### config.mk
export PLATFORM = sky130hd
export DESIGN_NAME = servo_slew_ramp_core
export DESIGN_NICKNAME = d
export VERILOG_FILES = /design/src/rtl/ssr_pkg.sv /design/src/rtl/ssr_ctrl.sv /design/src/rtl/ssr_pulse.sv /design/src/rtl/servo_slew_ramp_core.sv
export SDC_FILE = /design/constraint.sdc
export NUM_CORES = 1
export LEC_CHECK = 0
export BUFFER_PORTS_ARGS = -buffer_cell sky130_fd_sc_hd__buf_2
export CORE_ASPECT_RATIO = 1.4
export CORE_MARGIN = 5
export CORE_UTILIZATION = 40
export CTS_BUF_LIST = sky130_fd_sc_hd__clkbuf_8 sky130_fd_sc_hd__clkbuf_16
export CTS_CLUSTER_DIAMETER = 120
export CTS_CLUSTER_SIZE = 8
export DETAILED_ROUTE_END_ITERATION = 6
export GPL_ROUTABILITY_DRIVEN = 0
export SKIP_CTS_REPAIR_TIMING = 1
export SLEW_MARGIN = 10
export SYNTH_ARGS = -nofsm -noshare
export SYNTH_HDL_FRONTEND = slang
export SYNTH_SLANG_ARGS = --single-unit
### constraint.sdc
create_clock -name clk -period 7.15 [get_ports clk]
set_input_delay 1.0725 -clock clk [delete_from_list [all_inputs] [get_ports clk]]
set_output_delay 1.0725 -clock clk [all_outputs]
set_load 0.05 [all_outputs]
### src/rtl/ssr_pkg.sv
package ssr_pkg;

  // operation codes carried in the input tuser field
  localparam logic [1:0] OP_TICK = 2'd0;
  localparam logic [1:0] OP_MOVE = 2'd1;
  localparam logic [1:0] OP_SET  = 2'd2;
  localparam logic [1:0] OP_RAW  = 2'd3;

  // configuration register indexes
  localparam logic [1:0] REG_MIN_PULSE     = 2'd0;
  localparam logic [1:0] REG_MAX_PULSE     = 2'd1;
  localparam logic [1:0] REG_STEP_INTERVAL = 2'd2;

  localparam logic [7:0]  ANGLE_FULL        = 8'd180;
  localparam logic [15:0] TICK_SAT          = 16'hFFFF;
  localparam logic [15:0] MIN_PULSE_RST     = 16'd500;
  localparam logic [15:0] MAX_PULSE_RST     = 16'd2500;
  localparam logic [15:0] STEP_INTERVAL_RST = 16'd5;

  // x/180 = (x>>2)/45; reciprocal of 45 scaled by 2^28, low by at most one
  localparam int         DIV_SHIFT = 28;
  localparam int         DIV_RECIP_I = (1 << DIV_SHIFT) / 45;
  localparam logic [22:0] DIV_RECIP = DIV_RECIP_I[22:0];
  localparam logic [22:0] DIV_BY    = 23'd45;

  typedef struct packed {
    logic [15:0] min_pulse;
    logic [15:0] max_pulse;
    logic [15:0] step_interval;
  } cfg_t;

  // one emitting word handed from the ramp stage to the pulse pipeline
  typedef struct packed {
    logic        raw_sel;
    logic [15:0] raw_pulse;
    logic [7:0]  angle;
    logic [15:0] span;
  } item_t;

endpackage

### src/rtl/ssr_ctrl.sv
module ssr_ctrl import ssr_pkg::*; (
  input  logic        clk,
  input  logic        rst_n,
  input  logic        en,
  input  logic        in_accept,
  input  logic [1:0]  in_op,
  input  logic [7:0]  in_target,
  input  logic [7:0]  in_step,
  input  logic [15:0] in_raw,
  input  cfg_t        cfg,
  output item_t       item,
  output logic        item_valid
);

  logic        v1_r;
  logic [1:0]  op1_r;
  logic [7:0]  tgt1_r;
  logic [7:0]  stp1_r;
  logic [15:0] raw1_r;

  logic [15:0] elapsed_r, elapsed_nxt;
  logic [7:0]  cur_r, cur_nxt;
  logic [7:0]  goal_r, goal_nxt;
  logic [7:0]  rstep_r, rstep_nxt;

  logic [7:0]  tgt_clamp;
  logic [15:0] elapsed_inc;
  logic [8:0]  up_sum;
  logic [7:0]  down_gap;
  logic        emit;

  assign tgt_clamp   = (tgt1_r > ANGLE_FULL) ? ANGLE_FULL : tgt1_r;
  assign elapsed_inc = (elapsed_r < TICK_SAT) ? elapsed_r + 16'd1 : elapsed_r;
  assign up_sum      = {1'b0, cur_r} + {1'b0, rstep_r};
  assign down_gap    = cur_r - goal_r;

  always_comb begin
    elapsed_nxt = elapsed_r;
    cur_nxt     = cur_r;
    goal_nxt    = goal_r;
    rstep_nxt   = rstep_r;
    emit        = 1'b0;
    case (op1_r)
      OP_MOVE: begin
        goal_nxt  = tgt_clamp;
        rstep_nxt = stp1_r;
      end
      OP_SET: begin
        cur_nxt  = tgt_clamp;
        goal_nxt = tgt_clamp;
        emit     = 1'b1;
      end
      OP_RAW: begin
        emit = 1'b1;
      end
      OP_TICK: begin
        if (elapsed_inc < cfg.step_interval) begin
          elapsed_nxt = elapsed_inc;
        end else begin
          elapsed_nxt = '0;
          emit        = 1'b1;
          if (cur_r < goal_r) begin
            cur_nxt = (up_sum > {1'b0, goal_r}) ? goal_r : up_sum[7:0];
          end else if (cur_r > goal_r) begin
            cur_nxt = (down_gap <= rstep_r) ? goal_r : cur_r - rstep_r;
          end
        end
      end
      default: begin
        emit = 1'b0;
      end
    endcase
  end

  always_ff @(posedge clk) begin
    if (!rst_n) begin
      v1_r      <= 1'b0;
      elapsed_r <= '0;
      cur_r     <= '0;
      goal_r    <= '0;
      rstep_r   <= 8'd1;
    end else if (en) begin
      v1_r <= in_accept;
      if (v1_r) begin
        elapsed_r <= elapsed_nxt;
        cur_r     <= cur_nxt;
        goal_r    <= goal_nxt;
        rstep_r   <= rstep_nxt;
      end
    end
  end

  always_ff @(posedge clk) begin
    if (in_accept) begin
      op1_r  <= in_op;
      tgt1_r <= in_target;
      stp1_r <= in_step;
      raw1_r <= in_raw;
    end
  end

  assign item_valid     = v1_r & emit;
  assign item.raw_sel   = (op1_r == OP_RAW);
  assign item.raw_pulse = raw1_r;
  assign item.angle     = cur_nxt;
  assign item.span      = (cfg.max_pulse >= cfg.min_pulse) ?
                          cfg.max_pulse - cfg.min_pulse : 16'd0;

endmodule

### src/rtl/ssr_pulse.sv
module ssr_pulse import ssr_pkg::*; (
  input  logic        clk,
  input  logic        rst_n,
  input  logic        en,
  input  item_t       item,
  input  logic        item_valid,
  input  logic [15:0] min_pulse,
  output logic        out_valid,
  output logic [15:0] out_compare,
  output logic [7:0]  out_angle
);

  // stage 2: registered item
  logic        v2_r;
  item_t       it2_r;
  // stage 3: span * angle
  logic        v3_r;
  logic [23:0] prod3_r;
  logic        raw3_r;
  logic [15:0] rawp3_r;
  logic [7:0]  ang3_r;
  // stage 4: reciprocal estimate of the quotient
  logic        v4_r;
  logic [21:0] y4_r;
  logic [15:0] q4_r;
  logic        raw4_r;
  logic [15:0] rawp4_r;
  logic [7:0]  ang4_r;
  // result register
  logic        vo_r;
  logic [15:0] cmp_r;
  logic [7:0]  ango_r;

  logic [23:0] prod_nxt;
  logic [21:0] y3;
  logic [44:0] est_full;
  logic [15:0] q_est;
  logic [22:0] q_times;
  logic [22:0] rem;
  logic [15:0] q_fix;
  logic [15:0] cmp_nxt;

  assign prod_nxt = 24'(it2_r.span) * 24'(it2_r.angle);
  assign y3       = prod3_r[23:2];
  assign est_full = 45'(y3) * 45'(DIV_RECIP);
  assign q_est    = est_full[DIV_SHIFT +: 16];
  // q*45 as shifts and adds
  assign q_times  = (23'(q4_r) << 5) + (23'(q4_r) << 3) + (23'(q4_r) << 2) + 23'(q4_r);
  assign rem      = 23'(y4_r) - q_times;
  assign q_fix    = (rem >= DIV_BY) ? q4_r + 16'd1 : q4_r;
  assign cmp_nxt  = raw4_r ? rawp4_r : min_pulse + q_fix;

  always_ff @(posedge clk) begin
    if (!rst_n) begin
      v2_r <= 1'b0;
      v3_r <= 1'b0;
      v4_r <= 1'b0;
      vo_r <= 1'b0;
    end else if (en) begin
      v2_r <= item_valid;
      v3_r <= v2_r;
      v4_r <= v3_r;
      vo_r <= v4_r;
    end
  end

  always_ff @(posedge clk) begin
    if (en) begin
      it2_r   <= item;
      prod3_r <= prod_nxt;
      raw3_r  <= it2_r.raw_sel;
      rawp3_r <= it2_r.raw_pulse;
      ang3_r  <= it2_r.angle;
      y4_r    <= y3;
      q4_r    <= q_est;
      raw4_r  <= raw3_r;
      rawp4_r <= rawp3_r;
      ang4_r  <= ang3_r;
      cmp_r   <= cmp_nxt;
      ango_r  <= ang4_r;
    end
  end

  assign out_valid   = vo_r;
  assign out_compare = cmp_r;
  assign out_angle   = ango_r;

endmodule

### src/rtl/servo_slew_ramp_core.sv
// Servo PWM compare generator with a slew-limited angle ramp. Each input word
// is one operation (tuser): tick, move_to, set_angle or write_raw. A tick that
// completes step_interval ticks moves the current angle toward the goal by the
// step size (stopping at the goal) and emits compare = min + span*angle/180;
// set_angle and write_raw emit at once, move_to and short ticks emit nothing.
// Accepts one word per clock while the output register is not held. A word
// passes the input register and ramp update, a registered item, then a
// 16x8 span multiply, a reciprocal multiply for /180, and a remainder fix-up
// with the min_pulse add, before it lands in the output register. in_tready
// drops only while a result sits unread in the output register. Write
// configuration only with the block drained.
module servo_slew_ramp_core import ssr_pkg::*; (
  input  logic        clk,
  input  logic        rst_n,
  input  logic        in_tvalid,
  output logic        in_tready,
  input  logic [31:0] in_tdata,   // [7:0] target_angle, [15:8] step_size, [31:16] raw_pulse
  input  logic [1:0]  in_tuser,   // [1:0] operation
  output logic        out_tvalid,
  input  logic        out_tready,
  output logic [23:0] out_tdata,  // [15:0] compare_value, [23:16] angle_now
  input  logic        cfg_valid,
  output logic        cfg_ready,
  input  logic [1:0]  cfg_index,
  input  logic [15:0] cfg_data
);

  cfg_t  cfg_r;
  item_t item;
  logic  item_valid;
  logic  en;
  logic  in_accept;
  logic [15:0] compare_value;
  logic [7:0]  angle_now;

  // whole pipeline stalls only when the result register is held
  assign en        = !out_tvalid || out_tready;
  assign in_tready = en;
  assign in_accept = in_tvalid && en;
  assign cfg_ready = 1'b1;

  always_ff @(posedge clk) begin
    if (!rst_n) begin
      cfg_r.min_pulse     <= MIN_PULSE_RST;
      cfg_r.max_pulse     <= MAX_PULSE_RST;
      cfg_r.step_interval <= STEP_INTERVAL_RST;
    end else if (cfg_valid) begin
      case (cfg_index)
        REG_MIN_PULSE:     cfg_r.min_pulse     <= cfg_data;
        REG_MAX_PULSE:     cfg_r.max_pulse     <= cfg_data;
        REG_STEP_INTERVAL: cfg_r.step_interval <= cfg_data;
        default: begin
          // unmapped index: dropped
        end
      endcase
    end
  end

  ssr_ctrl u_ctrl (
    .clk        (clk),
    .rst_n      (rst_n),
    .en         (en),
    .in_accept  (in_accept),
    .in_op      (in_tuser),
    .in_target  (in_tdata[7:0]),
    .in_step    (in_tdata[15:8]),
    .in_raw     (in_tdata[31:16]),
    .cfg        (cfg_r),
    .item       (item),
    .item_valid (item_valid)
  );

  ssr_pulse u_pulse (
    .clk         (clk),
    .rst_n       (rst_n),
    .en          (en),
    .item        (item),
    .item_valid  (item_valid),
    .min_pulse   (cfg_r.min_pulse),
    .out_valid   (out_tvalid),
    .out_compare (compare_value),
    .out_angle   (angle_now)
  );

  assign out_tdata = {angle_now, compare_value};

endmodule

After elaboration in Yosys (flattened, before gate mapping)
Index checks and enable logic that the tools add are counted. W data, S select, Z words.

$add $sub $neg: 11. $lt $le $gt $ge: 9. Bitwise operators: 1. Muxes and demuxes: 13. Multiply operators: 2. Reduce and logical (&&, ||, !) cells: 14. Eq/ne operators: 5.

Operators with widths (count): $mux W16 (4); $mux W8 (6); $mul A22 B19 Y40 const B (1); $add A16 B1 Y16 const B (2); $mul A16 B8 Y24 (1); $add A23 B16 Y23 (1); $add A23 B18 Y23 (1); $ge A23 B6 Y1 const B (1); $sub A22 B23 Y23 (1); $add A21 B19 Y22 (1); $add A16 B16 Y16 (1); $ge A16 B16 Y1 (1); $lt A16 B16 Y1 (1); $lt A16 B16 Y1 const B (1); $pmux W8 S2 (1); $sub A16 B16 Y16 (1); $sub A8 B8 Y8 (2); $add A8 B8 Y9 (1); $gt A9 B8 Y1 (1); $reduce_and A3 Y1 (3); $gt A8 B8 Y1 (1); $gt A8 B8 Y1 const B (1); $le A8 B8 Y1 (1); $lt A8 B8 Y1 (1); other kinds (11) (19).

Input bits: 57. Flip-flop bits (word level): 304. Logic and storage cells: 86. Output and inout port bits: 27.

Depth between registers and ports, before layout
Gate-level depths: netlist (run 1).

Depth in word-level cells: 8. Mapped depth: 38. Depth with buffers taken out: 36.

By module
A second synthesis (run 1) with hierarchy kept.

Cell total of the unflattened synthesis: 2686. Area total of the unflattened synthesis: 27457.6 um2.

By module, submodules not included: ssr_pulse (area an instance 19387.3 um2, cells an instance 1770, times used 1, seq. area each 5335.1 um2); ssr_ctrl (area an instance 6153.4 um2, cells an instance 725, times used 1, seq. area each 1841.8 um2); servo_slew_ramp_core (area an instance 1916.8 um2, cells an instance 191, times used 1, seq. area each 960.9 um2).

Worst setup path before layout (run 1)
Ideal clock, no wire load.

Path kind: register to register. From: register u_pulse.q4_r[0]. To: register u_pulse.cmp_r[14] (netlist: u_pulse.out_compare[14]), data pin. Buffers on the path: 1. Data arrival time: 7.470 ns. Library setup time: 0.268 ns. Data required time: 6.882 ns. Setup slack: -0.588 ns. Cell stages (with the launch flop): 37. Clock period less this slack: 7.738 ns. Cell sequence: edfxtp_1 -> ha_1 -> inv_1 -> fa_1 -> nor2b_1 -> o21ai_0 -> a21boi_0 -> o21ai_0 -> a21boi_0 -> o21ai_0 -> a21o_1 -> nand2b_1 -> xnor2_1 -> fa_1 -> fa_1 -> ha_1 -> clkbuf_1 -> a21oi_1 -> o21ai_0 -> a211oi_1 -> o31ai_1 -> nor3_1 -> nor4_4 -> o2111ai_4 -> xnor2_1 -> ha_1 -> fa_1 -> a21o_1 -> a21oi_1 -> o21ai_0 -> a21o_1 -> a21o_1 -> a211oi_1 -> o21ai_0 -> a31oi_1 -> xor2_1 -> o21ai_0.

Cells in the longest elaborated chain, start to end: 8. Elaborated cells on any way between the ends: 9. Classes of those cells: 6 x add/sub; 1 x order compare; 2 x mux.

RTL lines: start, declared (RTL line ssr_pulse.sv:25) `logic [15:0] q4_r;`; start signal, assigned (RTL line ssr_pulse.sv:75) `q4_r <= q_est;`; $add A21 B19 Y22 (RTL line ssr_pulse.sv:48) `assign q_times = (23'(q4_r) << 5) + (23'(q4_r) << 3) + (23'(q4_r) << 2) + 23'(q4_r);`; $add A23 B18 Y23 (RTL line ssr_pulse.sv:48); $add A23 B16 Y23 (RTL line ssr_pulse.sv:48); $sub A22 B23 Y23 (RTL line ssr_pulse.sv:49) `assign rem = 23'(y4_r) - q_times;`; $ge A23 B6 Y1 (RTL line ssr_pulse.sv:50) `assign q_fix = (rem >= DIV_BY) ? q4_r + 16'd1 : q4_r;`; $mux W16 * (RTL line ssr_pulse.sv:50); $add A16 B16 Y16 * (RTL line ssr_pulse.sv:51) `assign cmp_nxt = raw4_r ? rawp4_r : min_pulse + q_fix;`; $mux W16 * (RTL line ssr_pulse.sv:51); net u_pulse.cmp_nxt[14] (RTL line ssr_pulse.sv:41) `logic [15:0] cmp_nxt;`; end signal, assigned (RTL line ssr_pulse.sv:79) `cmp_r <= cmp_nxt;`; end, declared (RTL line ssr_pulse.sv:31) `logic [15:0] cmp_r;`.

Mark *: on every way through the listed nets, which the timed path passes. The rest lies on a longest branch. A chain may end at the register's enable or synchronous reset.

Final worst setup path (run 1)
From: register u_pulse.q4_r[2]. To: register u_pulse.cmp_r[14] (netlist: u_pulse.out_compare[14]), data pin.

The elaborated chain is that of the path after synthesis.

==> out/qor.csv, run 1 <==
stage,metric,value,unit
finish,final_common_cell,inv_1,
floorplan,start_util,0.402,
floorplan,die_area,74500,µm²
timing,worst_slew_pin_slew,1100,ps
grt,grt_pass1_vias,21700,
setup_path,timing.rr.start,u_pulse.q4_r[2],
setup_path,path_common_cell,o21ai_2,
setup_path,max_stage_delay,530,ps
setup_path,rrSetupSlack,-210,ps
clock_tree,cts.sinks,302,
run,maxCapViolations,0,
drt,vias_per_cell,5.09,
setup_path,r2r_cells,35,
clock_tree,clockRootBuffer,clkbuf_16,
timing,max_slew_margin,0.265,
grt,grt_pass1_wl,110,mm
place,place_hpwl,54.9,mm
finish,syn2layout_area_growth,14.7,%
drt,drtIter0Drc,933,
clock_tree,numCtsBuffers,43,
setup_path,crit_path_end_kind,register,
grt,grt_start_max_net_pins,67,
yosys,synthesis.area,27600,µm²
worst_hold_path,hold_depth,0,
yosys,syn_nets,3450,
finish,nets,3657,
drt,firstDrtPassIters,5,
place,place_area,30000,µm²
status,violations,negative setup slack,
setup_path,r2r_end,u_pulse.out_compare[14],
timing,min_period_over_period,1.03,
finish,drive_gt1_frac,0.121,
floorplan,dieWidth,232,µm
drt,ant_nets,0,
drt,via_count,20100,
setup_path,critPathKind,register to register,
floorplan,num_io_pins,84,
setup_path,cp_data_required_time,7440,ps
place,pre_cts_slack,-591,ps
timing,fmax,0.136,GHz
timing,timing.final.ws_setup,-212,ps
timing,setup_viol,6,
timing,fin_skew,24.6,ps
worst_hold_path,min_from,u_pulse.it2_r[31],
floorplan,rows,114,
setup_path,critical_path_arrival,7650,ps
finish,postLayoutCellArea,31700,µm²
finish,mostFrequentLayoutCells,"inv_1, ha_1, nand2_1",
grt,antenna_found_initial,0,
yosys,synth_seq_area_share,0.294,
floorplan,core,68800,µm²
drt,route.detailed.drc,0,
grt,grt-ovfl-total,0,
clock_tree,path_clk_slew,60,ps
clock_tree,clk_path_buf_depth,3,
timing,slew_viol_final,0,
yosys,synth_area_per_cell,9.93,µm²
worst_hold_path,min_path_type,register to register,
setup_path,critPathLaunchType,register,
timing,rsz0062_at_grt,true,
finish,antenna_cells,0,
place,numPortBuffers,82,
yosys,ys.flop_type,edfxtp_1,
yosys,synthArstFlopShare,0,
setup_path,critPathSlowestCell,fa_1,
timing,fin_crit,7360,ps
finish,fill_cells,6517,
clock_tree,cts_htree_levels,2,
clock_tree,cts_tree,yes,
status,status,finished with violations,
yosys,synth_warnings,0,
floorplan,die_h,321,µm
drt,wl,68.1,mm
yosys,synth_edf_count,209,
drt,routedWlPerCell,17.2,µm
grt,track_usage,0.182,
timing,finalHoldViolCount,0,
yosys,ys_ff_latch,302,
clock_tree,insertion_delay,580,ps
worst_hold_path,min_to,u_pulse.rawp3_r[7],
yosys,synth_cells,2783,
yosys,synth_cell_type_count,82,
setup_path,path_max_fanout,6,
## registers in the layout, summed over array words and instances, names as in the netlist, 22 cells and up
| name | flops |
|---|---|
| cfg_r | 48 |
| u_pulse.it2_r | 41 |
| u_pulse.prod3_r | 22 |
| u_pulse.y4_r | 22 |
## per-stage QoR
step	hold WS (ps)	TNS, ps	util	std cells
6_report	413	-935	0.461	3951
5_1_grt	417	-3970	0.461	3951
4_1_cts	414	-3980	0.455	3941
3_5_place_dp	405	-3720	0.436	3863
3_3_place_gp	401	-2260	0.436	3863
2_1_floorplan	400	0	-	2783
## worst max-delay path, delay by kind of cell (launching register included)
family	cells	cell delay [ps]
fa+ha+maj	7	2360
xor+xnor	3	560
compound gates	17	2860
flops	1	380
buf+inv	3	250
simple gates	5	640
## Yosys cell counts, types with 64 or more instances
cell,n,share of area
edfxtp_1,209,0.23
dfxtp_1,93,0.067
a21boi_0,64,0.017
xnor2_1,88,0.028
fa_1,261,0.19
inv_1,492,0.067
o21ai_0,96,0.017
nand2_1,299,0.041
ha_1,349,0.16
nor2_1,106,0.014
and2_1,79,0.018
a21oi_1,94,0.017
## cell families after synthesis
family,synth area share
other,0.000136
multiplexers,0.00905
XOR/XNOR,0.0393
flip-flops,0.294
adder cells (fa/ha/maj),0.347
buffers and inverters,0.0756
AND/OR/NAND/NOR,0.126
AO/OA/AOI/OAI,0.109
## routing by layer
metal,global-route usage,vias up,wire [µm]
met5,0,-,0
met4,0.0716,0,3020
met3,0.0164,163,1970
met2,0.351,439,37300
met1,0.205,9828,25800
li1,-,9686,-
## cell type report
class                   count  area, µm²  area share
flip-flops and latches    302       8140       0.257
well taps                 928       1160      0.0366
inverters                 493       1860      0.0585
clock inverters            34        186     0.00588
repair buffers            221       1460      0.0460
multi-input cells        1929      17800       0.562
clock buffers              44       1090      0.0344
## worst max-delay path by stage
stage / from / endpoint / slack, ps / cells after the start
6_report: u_pulse.q4_r[2] / u_pulse.out_compare[14] / -210 / 35
5_1_grt: u_pulse.q4_r[2] / u_pulse.out_compare[14] / -680 / 35
4_1_cts: u_pulse.q4_r[2] / u_pulse.out_compare[15] / -610 / 36
3_5_place_dp: u_pulse.q4_r[2] / u_pulse.out_compare[15] / -590 / 36
3_3_place_gp: u_pulse.q4_r[2] / u_pulse.out_compare[15] / -410 / 36
2_1_floorplan: u_pulse.q4_r[0] / u_pulse.out_compare[14] / 5 / 38
Power of run 1 is not shown: default switching activity piles up to over one toggle a cycle in this logic, so the estimate is an artifact.
==> inputs of run 2 (changes only) <==
--- a/config.mk
+++ b/config.mk
@@ -14,6 +14,7 @@
 export CTS_CLUSTER_SIZE = 8
 export DETAILED_ROUTE_END_ITERATION = 6
 export GPL_ROUTABILITY_DRIVEN = 0
+export PLACE_DENSITY = 0.61
 export SKIP_CTS_REPAIR_TIMING = 1
 export SLEW_MARGIN = 10
 export SYNTH_ARGS = -nofsm -noshare
==> run 2 against run 1 <==
  * The run still ends with negative setup slack left
  * Final area shrank 0.45%
  * Setup slack lost 370 ps
  * Critical path depth grew 1
  * Fmax shrank 4.8%
  * Clock skew grew 2.2 ps
  * Die area is the same
  * Routed wire length shrank 1.9%
  * Sequential share of layout area grew 0.12 points
  * Flip-flop and latch count is the same
  * Final cell count is the same
  * Highest routed layer unchanged
==> out/qor.csv, run 2 (same netlist as run 1, synthesis figures left out) <==
stage,metric,value,unit,change
clock_tree,clk_path_buf_depth,3,,unchanged
clock_tree,numCtsBuffers,43,,unchanged
timing,worst_slew_pin_slew,1110,ps,was 1100 ps
clock_tree,clockRootBuffer,clkbuf_16,,unchanged
timing,timing.final.ws_setup,-586,ps,was -212 ps
clock_tree,path_clk_slew,70,ps,was 60 ps
worst_hold_path,min_from,u_pulse.ang3_r[7],,was u_pulse.it2_r[31]
run,maxCapViolations,0,,unchanged
setup_path,cp_data_required_time,7430,ps,was 7440 ps
finish,nets,3658,,"was 3,657"
worst_hold_path,min_path_type,register to register,,unchanged
setup_path,critical_path_arrival,8020,ps,was 7650 ps
setup_path,r2r_cells,36,,was 35
setup_path,path_common_cell,o21ai_1,,was o21ai_2
timing,fmax,0.129,GHz,was 0.136 GHz
drt,wl,66.8,mm,was 68.1 mm
timing,fin_crit,7740,ps,was 7360 ps
finish,antenna_cells,0,,unchanged
place,pre_cts_slack,-559,ps,was -591 ps
floorplan,core,68800,µm²,unchanged
timing,slew_viol_final,0,,unchanged
status,violations,negative setup slack,,unchanged
timing,setup_viol,8,,was 6
timing,fin_skew,26.8,ps,was 24.6 ps
clock_tree,insertion_delay,570,ps,was 580 ps
floorplan,die_area,74500,µm²,unchanged
finish,reg.largest.list,"cfg_r x48, u_pulse.it2_r x41",,unchanged
finish,postLayoutCellArea,31600,µm²,"was 31,700 µm²"
setup_path,path_max_fanout,6,,unchanged
finish,multi_input_comb_area,17700,µm²,"was 17,800 µm²"
worst_hold_path,min_to,u_pulse.ang4_r[7],,was u_pulse.rawp3_r[7]
floorplan,rows,114,,unchanged
finish,fill_cells,6617,,"was 6,517"
drt,drtIter0Drc,1087,,was 933
drt,route.detailed.drc,0,,unchanged
place,numPortBuffers,82,,unchanged
setup_path,max_stage_delay,440,ps,was 530 ps
drt,firstDrtPassIters,5,,unchanged
finish,syn2layout_area_growth,14.2,%,was 14.7%
finish,drive_gt1_frac,0.114,,was 0.121
setup_path,r2r_end,u_pulse.out_compare[14],,unchanged
drt,via_count,20100,,unchanged
grt,grt_pass1_wl,109,mm,was 110 mm
grt,grt_pass1_vias,21600,,"was 21,700"
finish,top_register,cfg_r,,unchanged
drt,vias_per_cell,5.09,,unchanged
setup_path,crit_family,compound AO/OA/AOI/OAI gates,,unchanged
setup_path,critPathSlowestCell,fa_1,,unchanged
floorplan,die_h,321,µm,unchanged
setup_path,crit_buf_inv,2,,was 3
setup_path,critPathLaunchType,register,,unchanged
floorplan,start_util,0.402,,unchanged
finish,largest_reg_flops,48,,unchanged
place,place_area,30000,µm²,unchanged
timing,finalHoldViolCount,0,,unchanged
clock_tree,cts.sinks,302,,unchanged
clock_tree,cts_tree,yes,,unchanged
setup_path,timing.rr.start,u_pulse.q4_r[2],,unchanged
grt,grt-ovfl-total,0,,unchanged
setup_path,crit_path_end_kind,register,,unchanged
floorplan,num_io_pins,84,,unchanged
floorplan,dieWidth,232,µm,unchanged
setup_path,rrSetupSlack,-590,ps,was -210 ps
grt,antenna_found_initial,0,,unchanged
drt,ant_nets,0,,unchanged
grt,track_usage,0.179,,was 0.182
timing,min_period_over_period,1.08,,was 1.03
worst_hold_path,hold_depth,0,,unchanged
status,status,finished with violations,,unchanged
finish,mostFrequentLayoutCells,"inv_1, ha_1, nand2_1",,unchanged
finish,final_common_cell,inv_1,,unchanged
clock_tree,cts_htree_levels,2,,unchanged
timing,max_slew_margin,0.259,,was 0.265
finish,regArea,8140,µm²,unchanged
timing,rsz0062_at_grt,true,,unchanged
grt,grt_start_max_net_pins,68,,was 67
place,place_hpwl,54.4,mm,was 54.9 mm
setup_path,critPathKind,register to register,,unchanged
drt,routedWlPerCell,16.9,µm,was 17.2 µm
-- run 2: per-stage QoR --
stage	instances	utilization	hold slack [ps]	TNS, ps
2_1_floorplan	2783	-	400	0
3_3_place_gp	3863	0.436	401	-1810
3_5_place_dp	3863	0.436	405	-3550
4_1_cts	3940	0.455	407	-3940
5_1_grt	3951	0.459	419	-6570
6_report	3951	0.459	406	-3330
-- run 2: worst max path at each step --
stage / start / end / slack [ps] / cells after the start
2_1_floorplan: u_pulse.q4_r[0] / u_pulse.out_compare[14] / 5 / 38
6_report: u_pulse.q4_r[2] / u_pulse.out_compare[14] / -590 / 36
4_1_cts: u_pulse.q4_r[2] / u_pulse.out_compare[14] / -610 / 36
3_5_place_dp: u_pulse.q4_r[2] / u_pulse.out_compare[12] / -560 / 36
5_1_grt: u_pulse.q4_r[2] / u_pulse.out_compare[12] / -930 / 36
3_3_place_gp: u_pulse.q4_r[2] / u_pulse.out_compare[15] / -350 / 36
-- run 2: layer usage --
layer  up-vias  wire (µm)  GRT usage
met2       410      36500      0.344
li1       9691          -          -
met3       154       1790     0.0168
met5         -          0          0
met4         0       3090     0.0772
met1      9861      25400      0.200
-- run 2: area by class of cell --
cell class,count,area share
timing repair buffer,222,0.0465
clock buffer,44,0.0345
tap,928,0.0368
multi-input combinational,1929,0.560
sequential,302,0.258
clock inverter,33,0.00579
inverter,493,0.0588
-- run 2: worst register-to-register path: cells and delay by family, from the launching register on --
kind                       cells  cell delay (ps)
AOI/OAI and AO/OA             20             3470
adders and majority gates      7             2180
and+or+nand+nor                4              760
xor gates and xnor gates       3              560
DFF                            1              370
buffers and inverters          2              110
Power of run 2 is left out for the same reason.
